### src/design/bmrq_pkg.sv
// Package for the bracket match range query block.
// Types, constants and the span merge function; no dependencies.
package bmrq_pkg;
  localparam int STRING_LENGTH_DEF = 1024;
  localparam int POS_W = 10;
  localparam int CNT_W = 11;

  localparam logic OP_WRITE = 1'b0;
  localparam logic OP_QUERY = 1'b1;
  localparam logic [1:0] BR_OPEN  = 2'd1;
  localparam logic [1:0] BR_CLOSE = 2'd2;

  typedef struct packed {
    logic             opcode;
    logic [POS_W-1:0] position;
    logic [1:0]       bracket;
    logic [POS_W-1:0] range_low;
    logic [POS_W-1:0] range_high;
  } in_item_t;

  typedef struct packed {
    logic [9:0]  matched_pairs;
    logic [10:0] match_length;
    logic        range_error;
  } out_item_t;

  typedef struct packed {
    logic [CNT_W-1:0] open_cnt;
    logic [CNT_W-1:0] pairs;
    logic [CNT_W-1:0] close_cnt;
  } span_t;

  typedef enum logic [2:0] {
    ST_IDLE, ST_WLEAF, ST_WREAD, ST_WJOIN, ST_QREAD, ST_QJOIN, ST_CLEAR, ST_OUT
  } state_t;

  typedef struct packed {
    logic clr;       // zero one node pair after reset
    logic load;      // capture input item
    logic wleaf;     // write leaf
    logic wread;     // issue child reads
    logic wjoin;     // write joined parent, step up
    logic qread;     // issue reads for query level
    logic qjoin;     // accumulate, step up
    logic fin;       // form result
  } cmd_t;

  typedef struct packed {
    logic clr_done;  // last node pair cleared
    logic is_query;
    logic bad;
    logic at_root;   // write walk finished
    logic q_done;    // l >= r
  } sts_t;

  function automatic span_t join_spans(span_t a, span_t b);
    logic [CNT_W-1:0] m;
    span_t r;
    m = (a.open_cnt < b.close_cnt) ? a.open_cnt : b.close_cnt;
    r.open_cnt  = a.open_cnt + b.open_cnt - m;
    r.close_cnt = a.close_cnt + b.close_cnt - m;
    r.pairs     = a.pairs + b.pairs + m;
    return r;
  endfunction
endpackage

### src/design/bmrq_ctrl.sv
// Controller state machine for the bracket match range query block.
// Depends on bmrq_pkg.
module bmrq_ctrl (
  input  logic           clk,
  input  logic           rst_n,
  input  logic           in_valid,
  output logic           in_stall,
  output logic           out_valid,
  input  logic           out_stall,
  input  bmrq_pkg::sts_t sts,
  output bmrq_pkg::cmd_t cmd
);
  import bmrq_pkg::*;

  state_t state_r, state_nxt;

  always_ff @(posedge clk) begin
    if (!rst_n) state_r <= ST_CLEAR;
    else state_r <= state_nxt;
  end

  always_comb begin
    state_nxt = state_r;
    cmd = '0;
    in_stall = 1'b1;
    out_valid = 1'b0;
    unique case (state_r)
      ST_CLEAR: begin
        cmd.clr = 1'b1;
        if (sts.clr_done) state_nxt = ST_IDLE;
      end
      ST_IDLE: begin
        in_stall = 1'b0;
        if (in_valid) begin
          cmd.load = 1'b1;
          state_nxt = ST_WLEAF;
        end
      end
      ST_WLEAF: begin
        if (sts.bad) state_nxt = ST_OUT;
        else if (sts.is_query) state_nxt = ST_QREAD;
        else begin
          cmd.wleaf = 1'b1;
          state_nxt = ST_WREAD;
        end
      end
      ST_WREAD: begin
        if (sts.at_root) state_nxt = ST_IDLE;
        else begin
          cmd.wread = 1'b1;
          state_nxt = ST_WJOIN;
        end
      end
      ST_WJOIN: begin
        cmd.wjoin = 1'b1;
        state_nxt = ST_WREAD;
      end
      ST_QREAD: begin
        if (sts.q_done) begin
          cmd.fin = 1'b1;
          state_nxt = ST_OUT;
        end else begin
          cmd.qread = 1'b1;
          state_nxt = ST_QJOIN;
        end
      end
      ST_QJOIN: begin
        cmd.qjoin = 1'b1;
        state_nxt = ST_QREAD;
      end
      ST_OUT: begin
        out_valid = 1'b1;
        if (!out_stall) state_nxt = ST_IDLE;
      end
      default: state_nxt = ST_IDLE;
    endcase
  end
endmodule

### config.mk
export PLATFORM = sky130hd
export DESIGN_NAME = bmrq_ctrl
export DESIGN_NICKNAME = d
export VERILOG_FILES = /design/src/design/bmrq_pkg.sv /design/src/design/bmrq_ctrl.sv
export SDC_FILE = /design/constraint.sdc
export NUM_CORES = 1
export LEC_CHECK = 0
export BUFFER_PORTS_ARGS = -buffer_cell sky130_fd_sc_hd__buf_2
export CAP_MARGIN = 0
export CORE_AREA = 2 2 39 41
export DETAILED_ROUTE_END_ITERATION = 10
export DIE_AREA = 0 0 41 43
export PLACE_DENSITY = 0.49
export SLEW_MARGIN = 20
export SYNTH_ARGS = -nofsm -noshare
export SYNTH_HDL_FRONTEND = slang
export SYNTH_SLANG_ARGS = --single-unit
### constraint.sdc
create_clock -name clk -period 2.45 [get_ports clk]
set_input_delay 0.1225 -clock clk [delete_from_list [all_inputs] [get_ports clk]]
set_output_delay 0.1225 -clock clk [all_outputs]
set_load 0.005 [all_outputs]
# Word-level counts from Yosys, hierarchy flattened

Cells that the tools add are included.
Widths: inputs -> output; s select.

Flip-flop bits (word level): 3
Logic and storage cells: 37

Equality and inequality tests: 10
Mux-type cells: 24
Reduce and logical (&&, ||, !) cells: 2

Operators by type and width:

| operator           | count |
|---|---|
| $pmux 3 s8         | 1 |
| $mux 1             | 16 |
| $mux 3             | 5 |
| $eq 3x3->1 const B | 4 |
| $eq 3x2->1 const B | 2 |
| $ne 2x2->1 const B | 3 |
| $mux 2             | 2 |
| $eq 3x1->1 const B | 1 |
| $logic_not 3->1    | 1 |
| $reduce_and 3->1   | 1 |

# Logic depth before layout (Yosys ltp)

Gate-level depths: netlist (run 1).

Word-level depth: 3
Mapped depth: 4
Mapped depth without buffers: 3

# Least setup slack after synthesis (run 1)

No wires, ideal clock.

Path kind: flip-flop to flip-flop
Start: register state_r[1]
End: register state_r[1]
Setup time: 0.118 ns
Arrival: 0.965 ns
Data required time: 2.332 ns
Slack: 1.367 ns
Stages on the path, launching flop included: 5
Buffers on the path: 1
Period minus slack after synthesis: 1.083 ns
Cell sequence: dfxtp_1 buf_6 or3b_1 a21oi_1 o21ai_1

Longest elaborated chain between the ends: 3

RTL lines:

| what                                          | line            | RTL |
|---|---|---|
| start: declaration                            | bmrq_ctrl.sv:15 | `state_t state_r, state_nxt;` |
| start signal: assignment                      | bmrq_ctrl.sv:19 | `else state_r <= state_nxt;` |
| $eq 3x3->1 or $logic_not 3->1 (tied branches) | bmrq_ctrl.sv:27 | `unique case (state_r)` |
| $ne 2x2->1 (no source line)                   | --              |  |
| $reduce_and 3->1 (no source line)             | --              |  |

Parallel ways exist; a longest one is shown, timed or not.
A chain may end at the register's enable or synchronous reset.

==> results of run 1 <==
## area by class of cell
cell class                 count  area, um2
fill                         171      984.7
multi-input combinational     32      191.4
timing repair buffer          18      90.09
sequential                     3      60.06
clock buffer                   4      26.28
tap                           16      20.02
inverter                       3      11.26
## layout by cell type (no fill, tap or decap)
master     Yosys  final
or2_0          1      1
a31oi_1        1      1
nand2_1        3      3
clkbuf_1       0      1
nand2b_1       1      1
and2b_2        2      2
nor2_1         7      7
nand4_1        1      1
nor3b_1        1      1
a21oi_1        1      1
and2b_1        1      1
nand4bb_1      1      1
o311a_1        1      1
inv_1          3      3
or3b_1         1      1
buf_2          1     18
a21o_1         1      1
and3_1         1      1
nor2b_1        1      1
o221ai_1       1      1
dfxtp_1        3      3
o21ai_1        1      1
nor4_1         2      2
clkbuf_4       0      3
o21ai_0        3      3
## power breakdown
group / internal (mW) / leakage, nW / switching [mW] / total [mW]
registers: 0.0588 / 0.0250 / 0.0248 / 0.0836
logic: 0.0459 / 0.175 / 0.0406 / 0.0865
clock network: 0.0611 / 0.0150 / 0.0269 / 0.0880
## logic make-up after synthesis
kind of cell / synth area share
buffers and inverters: 0.1223
AOI/OAI and AO/OA: 0.2009
and+or+nand+nor: 0.4674
DFF: 0.2096
## metrics by stage
step	setup WS [ps]	utilization
final	958.1	0.2884
after global routing	865.6	0.2884
after CTS	945.5	0.2884
after detailed placement	1204	0.2694
after global placement	1185	0.2694
after floorplan	1367	-
## path summary, 6_finish.rpt
check | to | slack (ps)
max | cmd[2] | 960
min | state_r[0] | 170
max reg2reg | state_r[1] | 1270
min reg2reg | state_r[1] | 580
## tightest hold or removal path, stage by stage
cell and delay, ps:
buf_2 100, inv_1 80, a31oi_1 50
## metal layers
layer / GRT usage / up-vias
met2: 0.1156 / 14
met5: 0 / -
met1: 0.1214 / 148
met4: 0.1000 / 0
li1: - / 182
met3: 0.01571 / 2
==> run_results.csv, run 1 <==
group,metric,value,unit
pwr,peakVddDrop,0.1374,mV
status,outcome,"finished clean",
timing,fin_crit_sh,0.6089,
finish,top_register,"state_r",
placement,dpl_cell_area,372.9,um2
clocking,cts_setup_buffers,0,
worst_setup_path,worstPathArrival,1370,ps
clocking,cts_hold_buf,0,
placement,post-place-cells,72,
clocking,numCtsBuffers,3,
timing,fmaxAchievable,670.3,MHz
detailed_routing,drtIter0Drc,3,
worst_setup_path,slowest_stage,"dfxtp_1",
finish,diodes,0,
placement,gp_congestion,0.6886,
yosys,synth_edf_count,0,
worst_setup_path,crit_cells,3,
worst_setup_path,cp_top_family,"flip-flops",
global_route,overflow,0,
die,io_pins,19,
clocking,clockBufferDepth,2,
yosys,synth-seq-cells,3,
finish,largest_reg_flops,3,
finish,layout.cells.non_filler,76,
yosys,yosys.area.top_type,"dfxtp_1",
timing,finalClockSkew,2.838,ps
worst_hold_path,min_path_cells,3,
global_route,antenna_found_initial,0,
job,max_cap_violations,0,
yosys,avgSynthCellArea,6.988,um2
yosys,synthCells,41,
yosys,synth_cell_type_count,25,
worst_setup_path,required,2330,ps
worst_setup_path,crit_buf_inv,2,
worst_setup_path,max_stage_delay,490,ps
global_route,track_usage,0.09319,
detailed_routing,viasPerCell,4.553,
clocking,path_clk_slew,40,ps
die,coreArea,0.001384,mm2
global_route,grt_max_degree,14,
yosys,synth_area_leaders,"dfxtp_1 21%, nor2_1 9.2%, and2b_2 6.1%",
worst_setup_path,r2r_cells,3,
yosys,synthDominantCellAreaShare,0.2096,
finish,reg.largest.list,"state_r: 3 flops",
finish,final_area,399.1,um2
detailed_routing,dr_wl_met3,62,um
placement,numPortBuffers,18,
finish,area_growth_syn_to_layout,39.30,%
yosys,async_reset_ff_frac,0,
pwr,p_leak,0.2149,nW
clocking,cts_resized,0,
yosys,synth_commonest_cells,"7 x nor2_1, 3 x dfxtp_1, 3 x inv_1, 3 x nand2_1, 3 x o21ai_0",
yosys,synth_warnings,0,
global_route,grt_first_pass_wirelength,1.069,mm
worst_setup_path,crit_type,"reg -> out",
clocking,clock_latency,240,ps
die,die_y,43,um
die,die_w,41,um
die,start_util,0.2071,
timing,rsz0062_at_grt,"false",
clocking,cts.sinks,3,
detailed_routing,highest_layer,"met4",
yosys,netlist_area,286.5,um2
pwr,total_power,0.2580,mW
timing,finalSetupViolations,0,
timing,setup_tns,0,ps
yosys,yosysSeqAreaShare,0.2096,
worst_setup_path,critical_path.startpoint_type,"flop",
timing,maxSlewViolCount,0,
worst_setup_path,crit_start,"state_r[2]",
detailed_routing,dr.pass1.iters,3,
worst_hold_path,holdCritStartpoint,"rst_n",
worst_setup_path,reg2reg_from,"state_r[0]",
timing,max_slew_margin,0.7571,
worst_setup_path,cp_max_fo,9,
yosys,ys.flop_type,"dfxtp_1",
clocking,cts_tree,"done",
worst_setup_path,worstSetupEndpointType,"output pin",
timing,hold_viol,0,
detailed_routing,antenna_left,0,
pwr,power_density,646.4,mW/mm2
yosys,synthesis.nets,50,
finish,fin_nets,70,
detailed_routing,post-route-drc-count,0,
detailed_routing,wl_met2,318,um
yosys,synth_most_common_cell,"nor2_1",
worst_setup_path,path_cells,"inv_1 -> nor4_1 -> buf_2",
worst_hold_path,hp-class,"in -> reg",
global_route,grt_pass1_vias,269,
detailed_routing,met1_length,341,um
placement,dp_hpwl,565.1,um
die,dieArea,0.001763,mm2
clocking,htreeDepth,1,
timing,tightest_slew,363.8,ps
finish,drive_above_1_share,0.3833,
detailed_routing,dr_total_vias,346,
detailed_routing,drt_wl_total,742,um
timing,whs,167.0,ps
timing,min_period,1492,ps
clocking,cts_root_buf,"clkbuf_4",
detailed_routing,wl_per_cell,9.763,um
die,rows,14,
Power figures use the tool's default switching activity.
==> run 2: changes to the inputs <==
--- a/config.mk
+++ b/config.mk
@@ -10,7 +10,7 @@
 export CORE_AREA = 2 2 39 41
 export DETAILED_ROUTE_END_ITERATION = 10
 export DIE_AREA = 0 0 41 43
-export PLACE_DENSITY = 0.49
+export PLACE_DENSITY = 0.5
 export SLEW_MARGIN = 20
 export SYNTH_ARGS = -nofsm -noshare
 export SYNTH_HDL_FRONTEND = slang
==> constraint.sdc (replaced) <==
create_clock -name clk -period 1.3 [get_ports clk]
set_input_delay 0.065 -clock clk [delete_from_list [all_inputs] [get_ports clk]]
set_output_delay 0.065 -clock clk [all_outputs]
set_load 0.005 [all_outputs]
==> run_results.csv, run 2 (same netlist as run 1, synthesis figures left out) <==
group,metric,value,unit
status,outcome,"finished clean",
global_route,track_usage,0.1234,
die,die_y,43,um
worst_setup_path,worstPathArrival,1130,ps
pwr,pwr-share-seq,0.325,
timing,hold_viol,0,
timing,maxSlewViolCount,0,
job,max_cap_violations,0,
timing,min_period,1197,ps
clocking,htreeDepth,1,
worst_setup_path,path_cells,"inv_1 -> buf_4 -> and3_1 -> buf_2",
die,rows,14,
timing,fmaxAchievable,835.7,MHz
clocking,cts_hold_buf,0,
clocking,clock_latency,240,ps
finish,reg.largest.list,"state_r: 3 flops",
finish,diodes,0,
placement,gp_congestion,0.6638,
clocking,clockBufferDepth,2,
die,dieArea,0.001763,mm2
pwr,p_int,0.3255,mW
die,die_w,41,um
pwr,p_leak,0.2203,nW
finish,top_register,"state_r",
timing,setup_tns,0,ps
finish,largest_reg_flops,3,
detailed_routing,drtIter0Drc,3,
die,coreArea,0.001384,mm2
finish,finalCoreUtilization,0.2984,
worst_setup_path,crit_type,"reg -> out",
pwr,power_frac_clock,0.337,
detailed_routing,antenna_left,0,
timing,rsz0062_at_grt,"false",
detailed_routing,dr_total_vias,352,
placement,post-place-cells,73,
global_route,grt_first_pass_wirelength,1.393,mm
worst_setup_path,cp_top_family,"flip-flops",
detailed_routing,post-route-drc-count,0,
pwr,peakVddDrop,0.3948,mV
pwr,power.switching,0.1841,mW
clocking,cts_setup_buffers,0,
worst_setup_path,max_stage_delay,410,ps
detailed_routing,drt_wl_total,843,um
finish,layout_commonest_cell,"buf_2",
clocking,numCtsBuffers,3,
worst_setup_path,critical_path.startpoint_type,"flop",
timing,finalClockSkew,5.769,ps
worst_setup_path,required,1240,ps
die,io_pins,19,
detailed_routing,dr.pass1.iters,2,
pwr,power_density,1234,mW/mm2
clocking,cts_root_buf,"clkbuf_4",
global_route,grt_max_degree,14,
timing,max_slew_margin,0.8658,
timing,fin_crit_sh,0.9204,
timing,tightest_slew,199.4,ps
worst_setup_path,crit_buf_inv,3,
clocking,cts_tree,"done",
worst_setup_path,slowest_stage,"dfxtp_2",
finish,drive_above_1_share,0.4426,
placement,dp_hpwl,619.5,um
timing,whs,88.96,ps
finish,fin_nets,71,
global_route,antenna_found_initial,0,
worst_hold_path,hp-class,"in -> reg",
pwr,p_sw_frac,0.3612,
pwr,total_power,0.5096,mW
detailed_routing,wl_per_cell,10.95,um
die,start_util,0.2071,
worst_setup_path,cp_max_fo,9,
placement,numPortBuffers,18,
clocking,cts.sinks,3,
finish,layout.cells.non_filler,77,
finish,layout_common_cells,"18 x buf_2, 7 x nor2_1",
global_route,overflow,0,
timing,finalSetupViolations,0,
detailed_routing,viasPerCell,4.571,
finish,area_growth_syn_to_layout,44.10,%
worst_setup_path,worstSetupEndpointType,"output pin",
global_route,grt_pass1_vias,336,
pwr,p_comb_frac,0.338,
clocking,path_clk_slew,40,ps
## run 2: cell types whose count changed in the layout (fill, tap and decap cells not counted)
cell | previous run | this run
dfxtp_4 | 0 | 1
dfxtp_2 | 0 | 2
dfxtp_1 | 3 | 0
buf_4 | 0 | 1
## run 2: what timing repair did
item                       4_1_cts  5_1_grt
gates resized for setup          3        1
gates cloned                     0        0
setup endpoints to repair        4        1
## run 2: worst reg2reg max path: stages, from the launching register on
cell     delay, ps
dfxtp_2        440
and2b_1        220
o311a_1        280
o21ai_1         60
## run 2: metrics by stage
stage          instance area, um2  setup slack [ps]
2_1_floorplan               286.5             216.7
3_3_place_gp                380.4             160.0
3_5_place_dp                380.4             121.0
4_1_cts                     410.4             80.79
5_1_grt                     412.9             2.890
6_report                    412.9             103.4
## run 2: area by class of cell
cell class	instances	area [um2]
Clock buffer	4	26.28
Fill cell	169	970.9
Inverter	3	11.26
Multi-Input combinational cell	32	191.4
Sequential cell	3	66.31
Tap cell	16	20.02
Timing Repair Buffer	19	97.59
## run 2: power by group through the flow
stage | clock network, mW | logic (mW) | registers, mW
floorplan | 0 | 0.157 | 0.120
global placement | 0 | 0.172 | 0.157
detailed placement | 0 | 0.174 | 0.160
CTS | 0.173 | 0.176 | 0.164
global route | 0.190 | 0.201 | 0.172
finish | 0.172 | 0.172 | 0.165
## run 2: worst paths after layout
path,startpoint,to,slack (ps),cells after the start
worst max-delay path,state_r[2],cmd[6],100,4
worst min-delay path,rst_n,state_r[0],90,3
worst max register to register,state_r[0],state_r[1],230,3
worst min register to register,state_r[2],state_r[1],510,1
## run 2: routing by layer
| metal | global-route usage | wire length [um] | vias up |
|---|---|---|---|
| met5 | 0 | 0 | - |
| met4 | 0.1200 | 14 | 0 |
| met3 | 0.03141 | 58 | 2 |
| met2 | 0.1719 | 401 | 16 |
| met1 | 0.1410 | 368 | 151 |
| li1 | - | - | 183 |
==> run 3: changes to the inputs <==
--- a/config.mk
+++ b/config.mk
@@ -10,7 +10,9 @@
 export CORE_AREA = 2 2 39 41
 export DETAILED_ROUTE_END_ITERATION = 10
 export DIE_AREA = 0 0 41 43
+export GPL_ROUTABILITY_DRIVEN = 0
 export PLACE_DENSITY = 0.5
+export RECOVER_POWER = 50
 export SLEW_MARGIN = 20
 export SYNTH_ARGS = -nofsm -noshare
 export SYNTH_HDL_FRONTEND = slang
==> run_results.csv, run 3 (same netlist as run 1, synthesis figures left out) <==
group,metric,value,unit
finish,layout_commonest_cell,"buf_2",
pwr,power_density,1230,mW/mm2
pwr,total_power,0.5050,mW
timing,fmaxAchievable,827.5,MHz
worst_setup_path,rr_endpoint,"state_r[1]",
worst_setup_path,crit_path_end,"cmd[6]",
timing,hold_viol,0,
finish,reg.largest.list,"state_r: 3 flops",
finish,top_register,"state_r",
pwr,p_leak,0.2196,nW
worst_setup_path,critical_path.startpoint_type,"flop",
clocking,clockBufferDepth,2,
detailed_routing,drtIter0Drc,6,
global_route,overflow,0,
detailed_routing,post-route-drc-count,0,
clocking,cts_hold_buf,0,
worst_setup_path,worstPathArrival,1140,ps
die,dieArea,0.001763,mm2
clocking,cts_resized,3,
timing,finalSetupViolations,0,
global_route,grt_pass1_vias,336,
finish,drive_above_1_share,0.4426,
detailed_routing,viasPerCell,4.571,
placement,numPortBuffers,18,
global_route,grt_use_met2,0.1719,
finish,area_growth_syn_to_layout,43.23,%
worst_setup_path,cp_max_fo,9,
die,die_w,41,um
pwr,peakVddDrop,0.3920,mV
worst_hold_path,holdCritStartpoint,"rst_n",
clocking,path_clk_slew,40,ps
worst_setup_path,slowest_stage,"dfxtp_2",
worst_setup_path,max_stage_delay,400,ps
worst_hold_path,min_path_cells,3,
detailed_routing,wl_per_cell,10.95,um
global_route,track_usage,0.1234,
clocking,cts_root_buf,"clkbuf_4",
timing,max_slew_margin,0.8645,
detailed_routing,antenna_left,0,
finish,finalCoreUtilization,0.2966,
job,max_cap_violations,0,
detailed_routing,dr_total_vias,352,
worst_setup_path,worstSetupEndpointType,"output pin",
die,io_pins,19,
clocking,clock_latency,240,ps
worst_setup_path,path_cells,"inv_1 -> clkbuf_2 -> and3_1 -> buf_2",
clocking,cts.sinks,3,
global_route,use_met3,0.03141,
timing,tightest_slew,201.3,ps
worst_setup_path,crit_type,"reg -> out",
die,rows,14,
timing,fin_crit_sh,0.9296,
timing,setup_tns,0,ps
clocking,htreeDepth,1,
global_route,antenna_found_initial,0,
finish,diodes,0,
worst_hold_path,hp-class,"in -> reg",
status,outcome,"finished clean",
finish,largest_reg_flops,3,
die,start_util,0.2071,
worst_setup_path,required,1240,ps
clocking,cts_tree,"done",
timing,maxSlewViolCount,0,
timing,min_period,1209,ps
worst_setup_path,reg2reg_from,"state_r[0]",
timing,rsz0062_at_grt,"false",
worst_setup_path,r2r_cells,3,
placement,dp_hpwl,619.5,um
global_route,grt_first_pass_wirelength,1.393,mm
timing,finalClockSkew,5.769,ps
finish,fin_nets,71,
worst_setup_path,r2r_slack,230,ps
clocking,numCtsBuffers,3,
die,die_y,43,um
detailed_routing,drt_wl_total,843,um
finish,layout_common_cells,"18 x buf_2, 7 x nor2_1, 4 x o21ai_0",
worst_setup_path,crit_start,"state_r[2]",
global_route,met1_usage,0.1410,
global_route,grt_max_degree,14,
die,coreArea,0.001384,mm2
global_route,busiest_layer,"met2",
clocking,cts_setup_buffers,0,
detailed_routing,dr.pass1.iters,2,
-- run 3: changes by cell type in the layout (fill, tap and decap cells not counted), sizes merged --
cell    before  now
clkbuf       4    5
buf         19   18
-- run 3: power by group --
part	switching (mW)	leakage [nW]	total, mW	internal, mW
logic	0.0783	0.179	0.168	0.0897
clock network	0.0563	0.0150	0.172	0.116
registers	0.0485	0.0252	0.165	0.117
-- run 3: through the flow --
stage | hold WS (ps) | area, um2 | instances | worst slack, ps
3_5_place_dp | 346.8 | 380.4 | 73 | 121.0
6_report | 88.96 | 410.4 | 77 | 91.49
2_1_floorplan | 160.3 | 286.5 | 41 | 216.7
5_1_grt | 85.65 | 410.4 | 77 | 2.890
4_1_cts | 87.25 | 410.4 | 77 | 80.79
3_3_place_gp | 345.9 | 380.4 | 73 | 160.0
-- run 3: per-layer routing --
layer | vias to the layer above | part of all wire
li1 | 183 | -
met1 | 151 | 0.44
met2 | 16 | 0.48
met3 | 2 | 0.069
met4 | 0 | 0.017
met5 | - | 0
-- run 3: final cells by class --
type | instances | area (um2)
Timing Repair Buffer | 19 | 95.09
Sequential cell | 3 | 66.31
Clock buffer | 4 | 26.28
Tap cell | 16 | 20.02
Fill cell | 170 | 973.4
Inverter | 3 | 11.26
Multi-Input combinational cell | 32 | 191.4
-- run 3: worst min path at each step --
stage	endpoint	slack, ps
after floorplan	cmd[2]	160
after global placement	state_r[0]	350
after detailed placement	state_r[0]	350
after CTS	state_r[0]	90
after global routing	state_r[0]	90
final	state_r[0]	90
-- run 3: worst max-delay path, delay by kind of cell, from the launching register on --
kind | cells | cell delay [ps]
DFF | 1 | 400
buffers and inverters | 3 | 350
and+or+nand+nor | 1 | 150
